===== src/rtl/sdf_primitive_scene_min_macros.svh =====
// Assertion helpers shared by the RTL; each expects clock and reset in scope.
`ifndef SDF_PRIMITIVE_SCENE_MIN_MACROS_SVH
`define SDF_PRIMITIVE_SCENE_MIN_MACROS_SVH

// Same-cycle implication, held off while reset is high.
`define SPS_ASSERT_IMP(lbl, ante, cons) \
   lbl: assert property (@(posedge clock) disable iff (reset) (ante) |-> (cons)) \
      else $error("sdf scene assertion failed");

// Next-cycle implication, held off while reset is high.
`define SPS_ASSERT_NXT(lbl, ante, cons) \
   lbl: assert property (@(posedge clock) disable iff (reset) (ante) |=> (cons)) \
      else $error("sdf scene assertion failed");

`endif


===== src/rtl/sdfpsm_pkg.sv =====
package sdfpsm_pkg;

   localparam int WORDS_PER_ENTRY = 32;
   localparam int WORD_SEL_W      = 5;

   // transaction kinds
   localparam logic REQ_WRITE = 1'b0;
   localparam logic REQ_QUERY = 1'b1;

   // shape kinds
   localparam logic [2:0] KIND_FRACTAL = 3'd0;
   localparam logic [2:0] KIND_PLANE   = 3'd1;
   localparam logic [2:0] KIND_BOX     = 3'd2;
   localparam logic [2:0] KIND_RECT    = 3'd3;
   localparam logic [2:0] KIND_SPHERE  = 3'd4;
   localparam logic [2:0] KIND_CYL     = 3'd5;
   localparam logic [2:0] KIND_CIRCLE  = 3'd6;
   localparam logic [2:0] KIND_CONE    = 3'd7;

   // word layout of one entry
   localparam logic [4:0] W_SHAPE = 5'd0;
   localparam logic [4:0] W_POS   = 5'd1;
   localparam logic [4:0] W_MAT   = 5'd4;
   localparam logic [4:0] W_SIZE  = 5'd13;
   localparam logic [4:0] W_COLOR = 5'd17;
   localparam logic [4:0] W_REFL  = 5'd20;
   localparam logic [4:0] W_END   = 5'd21;

   typedef struct packed {
      logic               kind;
      logic [5:0]         entry_index;
      logic [4:0]         word_index;
      logic signed [31:0] word_value;
      logic signed [31:0] point_x;
      logic signed [31:0] point_y;
      logic signed [31:0] point_z;
      logic signed [31:0] fractal_distance;
   } req_type;

   typedef struct packed {
      logic signed [31:0] distance;
      logic [2:0]         closest_kind;
      logic [15:0]        color_red;
      logic [15:0]        color_green;
      logic [15:0]        color_blue;
      logic [16:0]        reflectance;
   } rsp_type;

   function automatic logic signed [31:0] sat32(input logic signed [65:0] x);
      if (x > 66'sd2147483647) begin
         return 32'sh7fffffff;
      end else if (x < -66'sd2147483648) begin
         return 32'sh80000000;
      end
      return x[31:0];
   endfunction

   function automatic logic [31:0] mag33(input logic signed [32:0] x);
      logic signed [32:0] n;
      n = (x < 0) ? -x : x;
      return n[31:0];
   endfunction

   // |c| - size/2, clamped to 0 .. 2^31-1
   function automatic logic [31:0] excess(input logic signed [31:0] c,
                                          input logic signed [31:0] size);
      logic signed [33:0] t;
      t = $signed({2'b00, mag33(33'(c))}) - 34'(size >>> 1);
      if (t < 0) begin
         return 32'd0;
      end else if (t > 34'sd2147483647) begin
         return 32'h7fffffff;
      end
      return t[31:0];
   endfunction

   function automatic logic [15:0] clamp16(input logic signed [31:0] w);
      if (w < 0) begin
         return 16'd0;
      end else if (w > 32'sd65535) begin
         return 16'hffff;
      end
      return w[15:0];
   endfunction

   function automatic logic [16:0] clamp17(input logic signed [31:0] w);
      if (w < 0) begin
         return 17'd0;
      end else if (w > 32'sd65536) begin
         return 17'h10000;
      end
      return w[16:0];
   endfunction

endpackage


===== src/rtl/sdfpsm_isqrt.sv =====
module sdfpsm_isqrt import sdfpsm_pkg::*; (
   input  logic        clock,
   input  logic        reset,
   input  logic        start,
   input  logic [63:0] value,
   output logic        done,
   output logic [31:0] root
);

   logic        busy_ff;
   logic        done_ff;
   logic [4:0]  cnt_ff;
   logic [63:0] x_ff;
   logic [33:0] rem_ff;
   logic [31:0] root_ff;
   logic [35:0] part;
   logic [35:0] trial;

   // one result bit per cycle, two operand bits consumed
   assign part  = {rem_ff, x_ff[63:62]};
   assign trial = {2'b00, root_ff, 2'b01};

   always_ff @(posedge clock) begin
      if (reset) begin
         busy_ff <= 1'b0;
         done_ff <= 1'b0;
      end else begin
         done_ff <= 1'b0;
         if (start) begin
            busy_ff <= 1'b1;
            cnt_ff  <= '0;
            x_ff    <= value;
            rem_ff  <= '0;
            root_ff <= '0;
         end else if (busy_ff) begin
            x_ff <= {x_ff[61:0], 2'b00};
            if (part >= trial) begin
               rem_ff  <= 34'(part - trial);
               root_ff <= {root_ff[30:0], 1'b1};
            end else begin
               rem_ff  <= part[33:0];
               root_ff <= {root_ff[30:0], 1'b0};
            end
            cnt_ff <= cnt_ff + 5'd1;
            if (cnt_ff == 5'd31) begin
               busy_ff <= 1'b0;
               done_ff <= 1'b1;
            end
         end
      end
   end

   assign done = done_ff;
   assign root = root_ff;

endmodule


===== config.mk =====
export PLATFORM = sky130hd
export DESIGN_NAME = sdfpsm_isqrt
export DESIGN_NICKNAME = d
export VERILOG_FILES = /design/src/rtl/sdf_primitive_scene_min_macros.svh /design/src/rtl/sdfpsm_pkg.sv /design/src/rtl/sdfpsm_isqrt.sv
export SDC_FILE = /design/constraint.sdc
export NUM_CORES = 1
export LEC_CHECK = 0
export BUFFER_PORTS_ARGS = -buffer_cell sky130_fd_sc_hd__buf_2
export CAP_MARGIN = 10
export CORE_AREA = 8 8 138 140
export CTS_BUF_LIST = sky130_fd_sc_hd__clkbuf_16
export CTS_CLUSTER_DIAMETER = 80
export DETAILED_ROUTE_END_ITERATION = 16
export DIE_AREA = 0 0 146 148
export PLACE_DENSITY = 0.65
export SLEW_MARGIN = 10
export SYNTH_ARGS = -nofsm -noshare
export SYNTH_HDL_FRONTEND = slang
export SYNTH_SLANG_ARGS = --single-unit
export TNS_END_PERCENT = 20

===== constraint.sdc =====
create_clock -name clock -period 16.5 [get_ports clock]
set_input_delay 3.3 -clock clock [delete_from_list [all_inputs] [get_ports clock]]
set_output_delay 3.3 -clock clock [all_outputs]
set_load 0.01 [all_outputs]

==> flow_summary_export.csv <==
group,metric,value,unit
cts,cts_buffer_depth,2,
worst_setup_path,crit_chain,"buf_4 -> nor2_1 -> nor2_4 -> buf_4 -> buf_4",
worst_setup_path,worstPathMaxFanout,78,
cts,postCtsSetupBuffers,0,
die,die_x,146,um
final_layout,syn_to_final_growth,15.1,%
hold_path,holdCritStartpoint,"busy_ff",
route,dr.first_iter.drc_count,324,
final_layout,layout_common_cells,"edfxtp_1, buf_2, nand2_1, mux2_2, nor2_1",
pwr,totalPowerFinal,0.982,mW
cts,cts_tree,"done",
outcome,status,"completed",
timing,fin_ws,10.89,ns
worst_setup_path,crit_path_start_kind,"primary input",
synthesis,synthesis.nets,765,
worst_setup_path,arrival,5.66,ns
timing,slew_viol_final,0,
cts,cts.sinks,137,
final_layout,design_area,0.00873,sq mm
global_route,antenna_found_initial,2,
route,drtPass1Iterations,5,
final_layout,drive_above_1_share,26.9,%
timing,grt_setup_unrepaired,"no",
timing,tightestPinTransition,0.958,ns
cts,htreeDepth,4,
placement,dpl.hpwl,11100,um
worst_setup_path,startpoint,"start",
synthesis,synthCells,662,
placement,dpl_cell_area,0.00821,sq mm
final_layout,fillers,1552,
global_route,grt_first_pass_wirelength,26600,um
pwr,power-per-cell-area,112,mW/mm^2
die,core,0.0169,sq mm
synthesis,synth_seq_cells,137,
worst_setup_path,critPathSlowestCell,"buf_4",
placement,dp_slack,10.38,ns
cts,ctsResizeCount,0,
cts,clk_pin_slew,0.06,ns
route,viasPerCell,5.30,
synthesis,seq_area_frac_synth,53.9,%
synthesis,synth.distinct_cells,60,
final_layout,final_cells,991,
hold_path,hp-class,"register to register",
die,boundaryPins,100,
timing,timing.slew.headroom,36.1,%
cts,cts-root-buf,"clkbuf_16",
final_layout,final_common_cell,"edfxtp_1",
synthesis,netlist_area,0.00759,sq mm
timing,setup_violations,0,
worst_setup_path,path_common_cell,"buf_4",
timing,timing.fmax,178,MHz
route,routed_wl,16000,um
synthesis,yosysWarnings,0,
route,drc,0,
worst_setup_path,critPathMaxStageDelay,0.74,ns
die,rows,48,
synthesis,async_reset_ff_share,0,%
global_route,grt_pass1_vias,5319,
cts,cts_hold_buf,0,
global_route,overflow,0,
die,die_h,148,um
global_route,grt_use_total,15.1,%
cts,numCtsBuffers,17,
timing,final-hold-violation-count,0,
worst_setup_path,timing.rr.start,"root[0]",
die,fp.dieArea,0.0216,sq mm
pwr,ir_drop,71.1,uV
synthesis,syn_area_per_cell,11.5,sq um
synthesis,ys.flop_type,"edfxtp_1",
timing,period_minus_slack,5.61,ns
pwr,leakagePower,3.56,nW
global_route,grt_max_degree,83,
job,drv_cap,0,
timing,holdWs,0.513,ns
worst_setup_path,endpoint_kind,"register",
placement,dp.cells,958,
synthesis,synth_edf_count,135,
route,via_count,5253,
worst_setup_path,critPathKind,"primary input to register",
final_layout,nNetsFinal,855,
placement,gp_congestion,0.844,
die,initial_utilization,44.8,%
timing,skew,0.00857,ns
final_layout,utilization,51.6,%
route,ant_nets,0,
timing,fin_setup_tns,0,ns
timing,fin_crit_sh,34.0,%
placement,portBuffers,99,
worst_setup_path,cp.required,16.55,ns
route,wire_per_inst,16.1,um
cts,clock_latency,0.42,ns
-- Yosys cell counts, drive strengths merged (7+ instances only) --
cell / n / share of area, %
ha: 36 / 5.9
xnor2: 15 / 1.7
xor2: 9 / 1.0
and3: 7 / 0.58
nand2: 65 / 3.2
buf: 12 / 1.5
a211oi: 9 / 1.2
nor2: 59 / 2.9
nand3: 8 / 0.53
nor3: 8 / 0.59
or3: 7 / 0.58
o21ai: 25 / 1.7
a21o: 15 / 1.5
nand4: 7 / 0.58
mux2: 62 / 9.2
inv: 46 / 2.3
edfxtp: 135 / 53
clkbuf: 19 / 0.94
a21oi: 53 / 3.6
-- path summary, 6_finish.rpt --
check | to | slack (ns) | cells after the start
max reg2reg | rem_ff[12] | 13.06 | 11
min reg2reg | done | 0.51 | 1
min | done | 0.51 | 1
max | rem_ff[23] | 10.89 | 5
-- layout make-up --
| cell class | count | area, sq um | share of cell area [%] |
|---|---|---|---|
| Antenna cell | 1 | 2.50 | 0.0287 |
| Clock buffer | 17 | 425 | 4.87 |
| Clock inverter | 15 | 90.1 | 1.03 |
| Inverter | 46 | 173 | 1.98 |
| Multi-Input combinational cell | 448 | 3140 | 36.0 |
| Sequential cell | 137 | 4090 | 46.9 |
| Tap cell | 225 | 282 | 3.22 |
| Timing Repair Buffer | 102 | 520 | 5.96 |
-- power by group --
part           switching [mW]  internal (mW)
registers              0.0117          0.420
logic                   0.124         0.0902
clock network           0.147          0.189
total                   0.282          0.699
-- critical path, delay by kind of cell --
family | cells | cell delay [ns]
buffers and inverters | 3 | 1.95
AND/OR/NAND/NOR | 2 | 0.31
-- kinds of logic (layout without fill, tap and decap cells) --
family,after synthesis,count (layout),synth area share (%)
buf+inv,77,180,4.72
compound gates,135,135,11.5
fa+ha+maj,36,36,5.94
mux,65,65,9.60
xor+xnor,24,24,2.77
flops,137,137,53.9
other cells,0,1,0
simple gates,188,188,11.6
-- routing by layer --
layer  vias up  track usage, %  part of all wire, %
met5         -               0                 0.10
met4         4            6.39                  2.1
met3        31            5.32                  7.1
met2       168            23.1                   44
met1      2461            19.2                   47
li1       2589               -                    -
-- state kept, by name, summed over array words and instances (netlist names) --
name / cells
root: 32
done: 1
busy_ff: 1
rem_ff: 34
x_ff: 64
cnt_ff: 5
Power figures use the tool's default switching activity.
