==> config.mk <==
export PLATFORM = sky130hd
export DESIGN_NAME = sdfpsm_div
export DESIGN_NICKNAME = d
export VERILOG_FILES = /design/src/rtl/sdf_primitive_scene_min_macros.svh /design/src/rtl/sdfpsm_pkg.sv /design/src/rtl/sdfpsm_div.sv
export SDC_FILE = /design/constraint.sdc
export NUM_CORES = 1
export LEC_CHECK = 0
export BUFFER_PORTS_ARGS = -buffer_cell sky130_fd_sc_hd__buf_2
export CORE_MARGIN = 10
export CORE_UTILIZATION = 45
export CTS_CLUSTER_DIAMETER = 80
export DETAILED_ROUTE_END_ITERATION = 16
export GPL_TIMING_DRIVEN = 0
export HOLD_SLACK_MARGIN = 0.05
export PLACE_DENSITY_LB_ADDON = 0.12
export SLEW_MARGIN = 20
export SYNTH_ARGS = -nofsm -noshare
export SYNTH_HDL_FRONTEND = slang
export SYNTH_SLANG_ARGS = --single-unit
==> constraint.sdc <==
create_clock -name clock -period 6.6 [get_ports clock]
set_input_delay 1.32 -clock clock [delete_from_list [all_inputs] [get_ports clock]]
set_output_delay 1.32 -clock clock [all_outputs]
set_load 0.03 [all_outputs]
==> src/rtl/sdf_primitive_scene_min_macros.svh <==
// Assertion helpers shared by the RTL; each expects clock and reset in scope.
`ifndef SDF_PRIMITIVE_SCENE_MIN_MACROS_SVH
`define SDF_PRIMITIVE_SCENE_MIN_MACROS_SVH

// Same-cycle implication, held off while reset is high.
`define SPS_ASSERT_IMP(lbl, ante, cons) \
   lbl: assert property (@(posedge clock) disable iff (reset) (ante) |-> (cons)) \
      else $error("sdf scene assertion failed");

// Next-cycle implication, held off while reset is high.
`define SPS_ASSERT_NXT(lbl, ante, cons) \
   lbl: assert property (@(posedge clock) disable iff (reset) (ante) |=> (cons)) \
      else $error("sdf scene assertion failed");

`endif

==> src/rtl/sdfpsm_pkg.sv <==
package sdfpsm_pkg;

   localparam int WORDS_PER_ENTRY = 32;
   localparam int WORD_SEL_W      = 5;

   // transaction kinds
   localparam logic REQ_WRITE = 1'b0;
   localparam logic REQ_QUERY = 1'b1;

   // shape kinds
   localparam logic [2:0] KIND_FRACTAL = 3'd0;
   localparam logic [2:0] KIND_PLANE   = 3'd1;
   localparam logic [2:0] KIND_BOX     = 3'd2;
   localparam logic [2:0] KIND_RECT    = 3'd3;
   localparam logic [2:0] KIND_SPHERE  = 3'd4;
   localparam logic [2:0] KIND_CYL     = 3'd5;
   localparam logic [2:0] KIND_CIRCLE  = 3'd6;
   localparam logic [2:0] KIND_CONE    = 3'd7;

   // word layout of one entry
   localparam logic [4:0] W_SHAPE = 5'd0;
   localparam logic [4:0] W_POS   = 5'd1;
   localparam logic [4:0] W_MAT   = 5'd4;
   localparam logic [4:0] W_SIZE  = 5'd13;
   localparam logic [4:0] W_COLOR = 5'd17;
   localparam logic [4:0] W_REFL  = 5'd20;
   localparam logic [4:0] W_END   = 5'd21;

   typedef struct packed {
      logic               kind;
      logic [5:0]         entry_index;
      logic [4:0]         word_index;
      logic signed [31:0] word_value;
      logic signed [31:0] point_x;
      logic signed [31:0] point_y;
      logic signed [31:0] point_z;
      logic signed [31:0] fractal_distance;
   } req_type;

   typedef struct packed {
      logic signed [31:0] distance;
      logic [2:0]         closest_kind;
      logic [15:0]        color_red;
      logic [15:0]        color_green;
      logic [15:0]        color_blue;
      logic [16:0]        reflectance;
   } rsp_type;

   function automatic logic signed [31:0] sat32(input logic signed [65:0] x);
      if (x > 66'sd2147483647) begin
         return 32'sh7fffffff;
      end else if (x < -66'sd2147483648) begin
         return 32'sh80000000;
      end
      return x[31:0];
   endfunction

   function automatic logic [31:0] mag33(input logic signed [32:0] x);
      logic signed [32:0] n;
      n = (x < 0) ? -x : x;
      return n[31:0];
   endfunction

   // |c| - size/2, clamped to 0 .. 2^31-1
   function automatic logic [31:0] excess(input logic signed [31:0] c,
                                          input logic signed [31:0] size);
      logic signed [33:0] t;
      t = $signed({2'b00, mag33(33'(c))}) - 34'(size >>> 1);
      if (t < 0) begin
         return 32'd0;
      end else if (t > 34'sd2147483647) begin
         return 32'h7fffffff;
      end
      return t[31:0];
   endfunction

   function automatic logic [15:0] clamp16(input logic signed [31:0] w);
      if (w < 0) begin
         return 16'd0;
      end else if (w > 32'sd65535) begin
         return 16'hffff;
      end
      return w[15:0];
   endfunction

   function automatic logic [16:0] clamp17(input logic signed [31:0] w);
      if (w < 0) begin
         return 17'd0;
      end else if (w > 32'sd65536) begin
         return 17'h10000;
      end
      return w[16:0];
   endfunction

endpackage

==> src/rtl/sdfpsm_div.sv <==
module sdfpsm_div import sdfpsm_pkg::*; #(
   parameter int FRACTION_BITS = 16
) (
   input  logic        clock,
   input  logic        reset,
   input  logic        start,
   input  logic [31:0] num,
   input  logic [31:0] den,
   output logic        done,
   output logic [32:0] quo
);

   localparam int NUM_W = 32 + FRACTION_BITS;
   localparam int CNT_W = $clog2(NUM_W + 1);

   logic             busy_ff;
   logic             done_ff;
   logic [CNT_W-1:0] cnt_ff;
   logic [NUM_W-1:0] num_ff;
   logic [NUM_W-1:0] quo_ff;
   logic [31:0]      den_ff;
   logic [31:0]      rem_ff;
   logic [32:0]      trial;

   // restoring division of num << FRACTION_BITS, one quotient bit per cycle
   assign trial = {rem_ff, num_ff[NUM_W-1]};

   always_ff @(posedge clock) begin
      if (reset) begin
         busy_ff <= 1'b0;
         done_ff <= 1'b0;
      end else begin
         done_ff <= 1'b0;
         if (start) begin
            busy_ff <= 1'b1;
            cnt_ff  <= '0;
            num_ff  <= {num, {FRACTION_BITS{1'b0}}};
            den_ff  <= den;
            rem_ff  <= '0;
            quo_ff  <= '0;
         end else if (busy_ff) begin
            num_ff <= {num_ff[NUM_W-2:0], 1'b0};
            if (trial >= {1'b0, den_ff}) begin
               rem_ff <= 32'(trial - {1'b0, den_ff});
               quo_ff <= {quo_ff[NUM_W-2:0], 1'b1};
            end else begin
               rem_ff <= trial[31:0];
               quo_ff <= {quo_ff[NUM_W-2:0], 1'b0};
            end
            cnt_ff <= cnt_ff + CNT_W'(1);
            if (cnt_ff == CNT_W'(NUM_W - 1)) begin
               busy_ff <= 1'b0;
               done_ff <= 1'b1;
            end
         end
      end
   end

   assign done = done_ff;
   assign quo  = quo_ff[32:0];

endmodule

==> flow_summary.toml, run 1 <==
[outcome]
status = "finished clean"

[clocking]
clkTransAtPathRegs_ps = 60
post_cts_buffers = 0
cts_sinks = 137
cts_htree_levels = 4
cts-root-buf = "clkbuf_16"
cts_max_path_buffers = 2
post_cts_resized = 0
insertion_delay_ps = 430
holdBufCountCts = 0
cts_tree = "done"
cts_buffers = 17

[min_path]
hp-class = "reg -> reg"
hold_start = "busy_ff"
whs_path_depth = 1
hold_end = "done"

[grt]
met1_usage_pct = 19.6
gr-usage-met3_pct = 6.27
top_usage_layer = "met2"
antenna_found_initial = 2
grt.total_usage_pct = 15.7
first_global_vias = 5350
grt-ovfl-total = 0
use_met2_pct = 23.8
grt_pass1_wl_um = 27200
grt_max_degree = 29

[sta]
hold_viol = 0
relSlewSlack_pct = 52.0
rsz0062_at_grt = "false"
fmax_ghz = 0.299
fin_crit_ps = 3340
setup-violations-final = 0
fin_skew_ps = 9.42
tns_ps = 0
finalCritPeriodShare_pct = 50.6
worstMarginPinSlew_ps = 721
finalMaxSlewViolations = 0

[synthesis]
synth_top_area_cell = "edfxtp_1"
yosysMostFrequentCell = "edfxtp_1"
synth_cell_types = 58
yosysTopAreaCellShare_pct = 56.4
syn_inst = 621
yosysWarnings = 0
syn_nets = 722
synth-edff-count = 135
avgSynthCellArea_sq_um = 11.6
seq_area_frac_synth_pct = 56.9
synth_area_leaders = "edfxtp_1 56%, ha_1 5.7%, mux2_2 4.9%"
synth_area_sq_um = 7190
ys_top_cells_by_count = "135 x edfxtp_1, 61 x nand2_1, 50 x a21oi_1"
synthArstFlopShare_pct = 0
synth_seq_cells = 137
ys.flop_type = "edfxtp_1"

[place]
place.gp.congestion = 0.910
dp_hpwl_um = 12100
io_buffers = 99
post_dp_cell_area_sq_um = 8100

[critical_path]
rr_endpoint = "rem_ff[23]"
crit_fanout = 10
critPathCaptureType = "flip-flop"
cp.arrival_ps = 3610
crit_chain = "ha_1 -> and4_1 -> nand3_1 -> nor4_1 -> a22oi_1 -> o31ai_4 -> clkbuf_1 -> nand2_1 -> a21oi_1"
start_kind = "flip-flop"
cp_num_buf_inv = 1
max_stage_delay_ps = 540
path_delay_family = "simple AND/OR/NAND/NOR gates"
reg2regPathDepth = 9
reg2reg_from = "rem_ff[10]"
path_class = "reg -> reg"
crit_slowest_cell = "clkbuf_1"
rrSetupSlack_ps = 3260
cp.required_ps = 6870

[drt]
drtPass1Iterations = 5
wl_per_cell_um = 16.9
via_count = 5147
wirelength_um = 16500
drtIter0Drc = 309
vias_per_cell = 5.29
drc_errors = 0
ant_nets = 0

[floorplanning]
die_h_um = 146
num_rows = 46
ios = 101
core_sq_um = 15800
start_util_pct = 45.6
die_w_um = 146
die_area_sq_um = 21400

[power_and_ir_drop]
p_per_area_nw_per_um2 = 290
ir_worst_vdd_uv = 195
p_leak_nw = 3.49

[final_layout]
fillers = 1442
synthToLayoutAreaGrowth_pct = 20.4
regArea_sq_um = 4090
drive_gt1_share_pct = 24.6
antennaDiodeCount = 0
fin_area_sq_um = 8660
fin_nets = 845
multi_input_area_sq_um = 2860

[flow_run]
cap_violations = 0
==> registers in the layout, summed over array words and instances (netlist names) <==
signal / count
done: 1
cnt_ff: 6
num_ff: 32
den_ff: 32
busy_ff: 1
quo_ff: 33
rem_ff: 32
==> stage by stage <==
step,util [%],cells,total power [W],setup slack (ps),hold slack (ps)
after floorplan,-,621,0.00146,1550,454
after global placement,50.5,936,0.00159,70.8,481
after detailed placement,51.3,941,0.00160,2760,492
after CTS,54.9,973,0.00253,3220,499
after global routing,54.9,973,0.00264,3050,504
final,54.9,973,0.00251,3260,491
==> final cells by class <==
class,count,area share [%]
clock buffers,18,4.96
repair buffers,104,7.14
well taps,216,3.12
plain buffers,22,1.14
clock inverters,14,1.56
multi-input cells,420,33.0
flip-flops and latches,137,47.3
inverters,42,1.82
==> power by group <==
group | total, W | internal, W | switching, W
clock network | 0.000918 | 0.000526 | 0.000393
logic | 0.000520 | 0.000211 | 0.000310
registers | 0.00107 | 0.00104 | 0.0000280
==> cell families after synthesis <==
logic type | Yosys count | share of synthesized area (%)
AND/OR/NAND/NOR | 199 | 13.5
flip-flops | 137 | 56.9
AO/OA/AOI/OAI | 133 | 12.3
buffers and inverters | 64 | 3.57
adder cells (fa/ha/maj) | 34 | 6.02
multiplexers | 31 | 4.85
XOR/XNOR | 23 | 2.80
==> layout by cell type (no fill, tap or decap), types with 3 or more instances in the layout <==
cell type  synthesis  final
edfxtp_1         135    135
buf_2              7    106
nand2_1           61     61
a21oi_1           50     50
inv_1             42     42
nor2_1            44     42
nor2b_1           35     35
ha_1              33     33
mux2_2            31     31
o21ai_0           23     23
nand3_1           20     20
clkbuf_16          0     17
clkbuf_1          12     13
a21o_1            13     13
xnor2_1           13     13
a211oi_1          11     11
nand4_1           10     10
xor2_1            10     10
and3_1             7      7
inv_6              0      7
nor3_1             5      5
o21a_1             5      5
o211ai_1           4      4
a31oi_1            4      4
o21bai_1           3      3
or3_1              3      3
clkinv_4           0      3
buf_16             0      3
==> how the worst max path moves through the flow <==
stage                     startpoint    endpoint  depth (start not counted)
after floorplan                start   cnt_ff[0]                          4
final                     rem_ff[10]  rem_ff[23]                          9
after global placement         start  num_ff[32]                          4
after global routing           start   rem_ff[4]                          7
after CTS                      start   rem_ff[4]                          7
after detailed placement       start  num_ff[29]                          7
==> layer usage <==
layer	wire length, um	share of wire [%]	up-vias
li1	-	-	2528
met1	7440	45	2437
met2	7440	45	149
met3	1210	7.3	31
met4	371	2.3	2
met5	11	0.067	-
Power figures use the tool's default switching activity.
==> run 2, diff against run 1 <==
==> constraint.sdc (replaced) <==
create_clock -name clock -period 2.94 [get_ports clock]
set_input_delay 0.588 -clock clock [delete_from_list [all_inputs] [get_ports clock]]
set_output_delay 0.588 -clock clock [all_outputs]
set_load 0.03 [all_outputs]
==> flow_summary.toml, run 2 (same netlist as run 1, synthesis figures left out) <==
[place]
dp_hpwl_um = 12000
post_dp_cell_area_sq_um = 8110
place.gp.congestion = 0.905
pre_cts_slack_ps = -420
io_buffers = 99
dp_cells = 941

[floorplanning]
num_rows = 46
ios = 101
die_h_um = 146
core_sq_um = 15800
die_w_um = 146
die_area_sq_um = 21400
start_util_pct = 45.6

[final_layout]
drive_gt1_share_pct = 29.5
top_register = "quo_ff"
fin_area_sq_um = 9040
fin_cells = 986
largest_reg_flops = 33
fin_util_pct = 57.3
fin_nets = 859
antennaDiodeCount = 0
synthToLayoutAreaGrowth_pct = 25.6
final_common_cell = "edfxtp_1"
fillers = 1390
final_cell_mix = "135 x edfxtp_1, 102 x buf_2, 61 x nand2_1, 44 x a21oi_1"

[clocking]
cts_tree = "done"
cts-root-buf = "clkbuf_16"
cts_htree_levels = 4
cts_buffers = 17
cts_max_path_buffers = 2
insertion_delay_ps = 430
cts_sinks = 137
clkTransAtPathRegs_ps = 60

[critical_path]
cp.arrival_ps = 3130
crit_fanout = 7
rr_endpoint = "rem_ff[30]"
reg2regPathDepth = 10
reg2reg_from = "rem_ff[8]"
critPathCaptureType = "flip-flop"
crit_start = "rem_ff[8]"
start_kind = "flip-flop"
path_class = "reg -> reg"
cp.required_ps = 3230
rrSetupSlack_ps = 100

[drt]
wirelength_um = 17000
ant_nets = 0
via_count = 5259
drtPass1Iterations = 5
drtIter0Drc = 334
drc_errors = 0
vias_per_cell = 5.33
wl_per_cell_um = 17.2

[sta]
finalMaxSlewViolations = 0
worstMarginPinSlew_ps = 694
fmax_ghz = 0.353
hold_viol = 0
finalCritPeriodShare_pct = 96.4
relSlewSlack_pct = 53.7
fin_crit_ps = 2840
setup_slack_ps = 104
rsz0062_at_grt = "true"
fin_skew_ps = 7.70
setup-violations-final = 0

[flow_run]
cap_violations = 0

[power_and_ir_drop]
p_per_area_nw_per_um2 = 663
p_leak_nw = 3.62
ir_worst_vdd_uv = 446
finalPower_w = 0.00599

[grt]
antenna_found_initial = 1
top_usage_layer = "met2"
met1_usage_pct = 18.8
gr-usage-met3_pct = 6.80
grt_pass1_wl_um = 27200
first_global_vias = 5448
grt-ovfl-total = 0
grt_max_degree = 28
grt.total_usage_pct = 15.8
use_met2_pct = 25.2

[outcome]
status = "finished clean"

[min_path]
hold_end = "den_ff[20]"
hp-class = "in -> reg"
hold_start = "den[20]"
whs_path_depth = 1
-- run 2: changes by cell type in the layout (fill, tap and decap cells not counted), sizes merged --
| cell | change |
|---|---|
| bufinv | +3 |
| inv | -3 |
| clkinv | -1 |
| buf | +14 |
-- run 2: what timing repair did --
item | 4_1_cts | 5_1_grt
gates resized for setup | 13 | 38
pin swaps | 2 | 14
endpoints found under the setup margin | 32 | 32
hold buffers | 0 | 0
hold endpoints to repair | 0 | 0
buffers inserted | 5 | 9
-- run 2: worst max-delay path by stage --
stage            endpoint  depth (start not counted)
3_3_place_gp   num_ff[34]                          4
3_5_place_dp   rem_ff[29]                          9
5_1_grt        rem_ff[30]                         10
6_report       rem_ff[30]                         10
4_1_cts        rem_ff[30]                         10
2_1_floorplan   cnt_ff[0]                          4
-- run 2: area by class of cell --
| cell class | count | area, sq um | share of cell area, % |
|---|---|---|---|
| plain buffers | 22 | 135 | 1.50 |
| clock buffers | 18 | 429 | 4.75 |
| clock inverters | 13 | 193 | 2.13 |
| inverters | 42 | 158 | 1.74 |
| multi-input cells | 420 | 3030 | 33.6 |
| flip-flops and latches | 137 | 4090 | 45.3 |
| well taps | 216 | 270 | 2.99 |
| repair buffers | 118 | 723 | 8.00 |
-- run 2: through the flow --
step | hold slack [ps] | setup TNS [ps]
floorplan | 454 | 0
global route | 309 | -111
global placement | 493 | -99470
detailed placement | 495 | -8470
finish | 328 | 0
CTS | 307 | 0
-- run 2: routing by layer --
layer	routed length (um)	vias up
met5	0	-
met4	302	0
met3	1280	32
met2	7910	158
met1	7480	2520
li1	-	2549
-- run 2: power by group --
group / switching, W / internal [W]
Combinational: 0.000754 / 0.000553
Sequential: 0.0000643 / 0.00234
Clock: 0.000854 / 0.00142
-- run 2: worst max-delay path, cell delays in order, from the launching register on --
cell and delay, ps:
edfxtp_1 380, ha_1 300, buf_6 120, and4_4 260
nand3_4 90, nor4_4 330, a22oi_2 130, o31a_2 370
buf_4 150, or4_1 470, nand4_1 90
==> run 3, diff against run 2 <==
--- a/config.mk
+++ b/config.mk
@@ -12,7 +12,7 @@
 export DETAILED_ROUTE_END_ITERATION = 16
 export GPL_TIMING_DRIVEN = 0
 export HOLD_SLACK_MARGIN = 0.05
-export PLACE_DENSITY_LB_ADDON = 0.12
+export PLACE_DENSITY = 0.8
 export SLEW_MARGIN = 20
 export SYNTH_ARGS = -nofsm -noshare
 export SYNTH_HDL_FRONTEND = slang
==> flow_summary.toml, run 3 (same netlist as run 1, synthesis figures left out) <==
[final_layout]
antennaDiodeCount = 0
drive_gt1_share_pct = 27.6
synthToLayoutAreaGrowth_pct = 23.1
top_register = "quo_ff"
fin_cells = 980
fin_util_pct = 56.1
largest_reg_flops = 33
fin_nets = 852
final_common_cell = "edfxtp_1"
final_cell_mix = "135 x edfxtp_1, 104 x buf_2, 61 x nand2_1, 44 x a21oi_1"
fin_area_sq_um = 8850

[clocking]
cts-root-buf = "clkbuf_16"
cts_tree = "done"
cts_htree_levels = 4
holdBufCountCts = 0
cts_buffers = 17
insertion_delay_ps = 430
cts_sinks = 137
cts_max_path_buffers = 2
clkTransAtPathRegs_ps = 60

[critical_path]
reg2regPathDepth = 10
start_kind = "flip-flop"
crit_fanout = 7
crit_chain = "ha_1 -> buf_2 -> and4_2 -> nand3_1 -> nor4_4 -> a22oi_2 -> o31a_2 -> buf_4 -> or4_1 -> nand4_1"
path_class = "reg -> reg"
max_stage_delay_ps = 470
crit_slowest_cell = "or4_1"
cp.required_ps = 3230
critPathCaptureType = "flip-flop"
cp.arrival_ps = 3120

[sta]
fin_crit_ps = 2830
fmax_ghz = 0.353
setup-violations-final = 0
relSlewSlack_pct = 56.9
finalCritPeriodShare_pct = 96.4
worstMarginPinSlew_ps = 647
fin_skew_ps = 10.2
hold_viol = 0
finalMaxSlewViolations = 0

[grt]
grt_pass1_wl_um = 27200
antenna_found_initial = 4
first_global_vias = 5486
grt.total_usage_pct = 15.7
grt_max_degree = 27
grt-ovfl-total = 0

[drt]
vias_per_cell = 5.28
via_count = 5170
ant_nets = 0
drc_errors = 0
wirelength_um = 16700
drtPass1Iterations = 4
wl_per_cell_um = 17.0
drtIter0Drc = 300

[place]
io_buffers = 99
post_dp_cell_area_sq_um = 8110
place.gp.congestion = 0.934
dp_hpwl_um = 12100
dp_cells = 941

[floorplanning]
num_rows = 46
core_sq_um = 15800
die_w_um = 146
ios = 101
start_util_pct = 45.6
die_h_um = 146
die_area_sq_um = 21400

[power_and_ir_drop]
ir_worst_vdd_uv = 422
finalPower_w = 0.00582
p_per_area_nw_per_um2 = 657
p_leak_nw = 3.56

[flow_run]
cap_violations = 0

[min_path]
hp-class = "in -> reg"
whs_path_depth = 1

[outcome]
status = "finished clean"
==> run 3: cell types whose count changed in the layout (fill, tap and decap cells not counted), sizes merged <==
cell      delta
buf          -7
clkinv       +3
bufinv       -1
clkbuf       -1
clkinvlp     -1
inv          +1
==> run 3: path summary, 6_finish.rpt <==
kind	slack (ps)	from	to
max	110	rem_ff[8]	rem_ff[30]
min	340	den[29]	den_ff[29]
max reg2reg	110	rem_ff[8]	rem_ff[30]
min reg2reg	490	busy_ff	done
==> run 3: timing repair <==
action	CTS	global route
pin swaps	1	7
gates resized for setup	7	19
cloned	0	0
setup buffers	5	3
endpoints found under the setup margin	32	32
hold endpoints to repair	0	0
==> run 3: per-stage QoR <==
step	setup WS (ps)	hold slack (ps)	setup TNS (ps)
after global routing	-28.8	315	-32.0
final	105	336	0
after detailed placement	-331	486	-6850
after CTS	12.5	315	0
after floorplan	24.0	454	0
after global placement	-754	476	-93560
==> run 3: final cells by class <==
| cell class | instances | area (sq um) |
|---|---|---|
| plain buffers | 21 | 113 |
| clock buffers | 17 | 425 |
| clock inverters | 15 | 170 |
| fillers | 1359 | 6920 |
| inverters | 42 | 158 |
| multi-input cells | 420 | 2950 |
| flip-flops and latches | 137 | 4090 |
| well taps | 216 | 270 |
| repair buffers | 112 | 678 |
==> run 3: routing by layer <==
metal / share of wire (%) / GRT usage [%] / routed length [um]
met4: 1.6 / 5.91 / 260
met5: 0.19 / 0 / 32
met1: 44 / 18.6 / 7290
met2: 46 / 24.6 / 7620
met3: 8.7 / 7.17 / 1460
==> run 3: report_power, final <==
part           total, W  internal [W]  switching (W)
registers       0.00240       0.00234      0.0000636
clock network   0.00218       0.00133       0.000846
logic           0.00123      0.000515       0.000719
total           0.00582       0.00419        0.00163
==> run 3: worst max-delay path: cells and delay by family, from the launching register on <==
family          cells  cell delay [ps]
compound gates      2              440
fa+ha+maj           1              280
buf+inv             2              320
flops               1              390
simple gates        5             1270
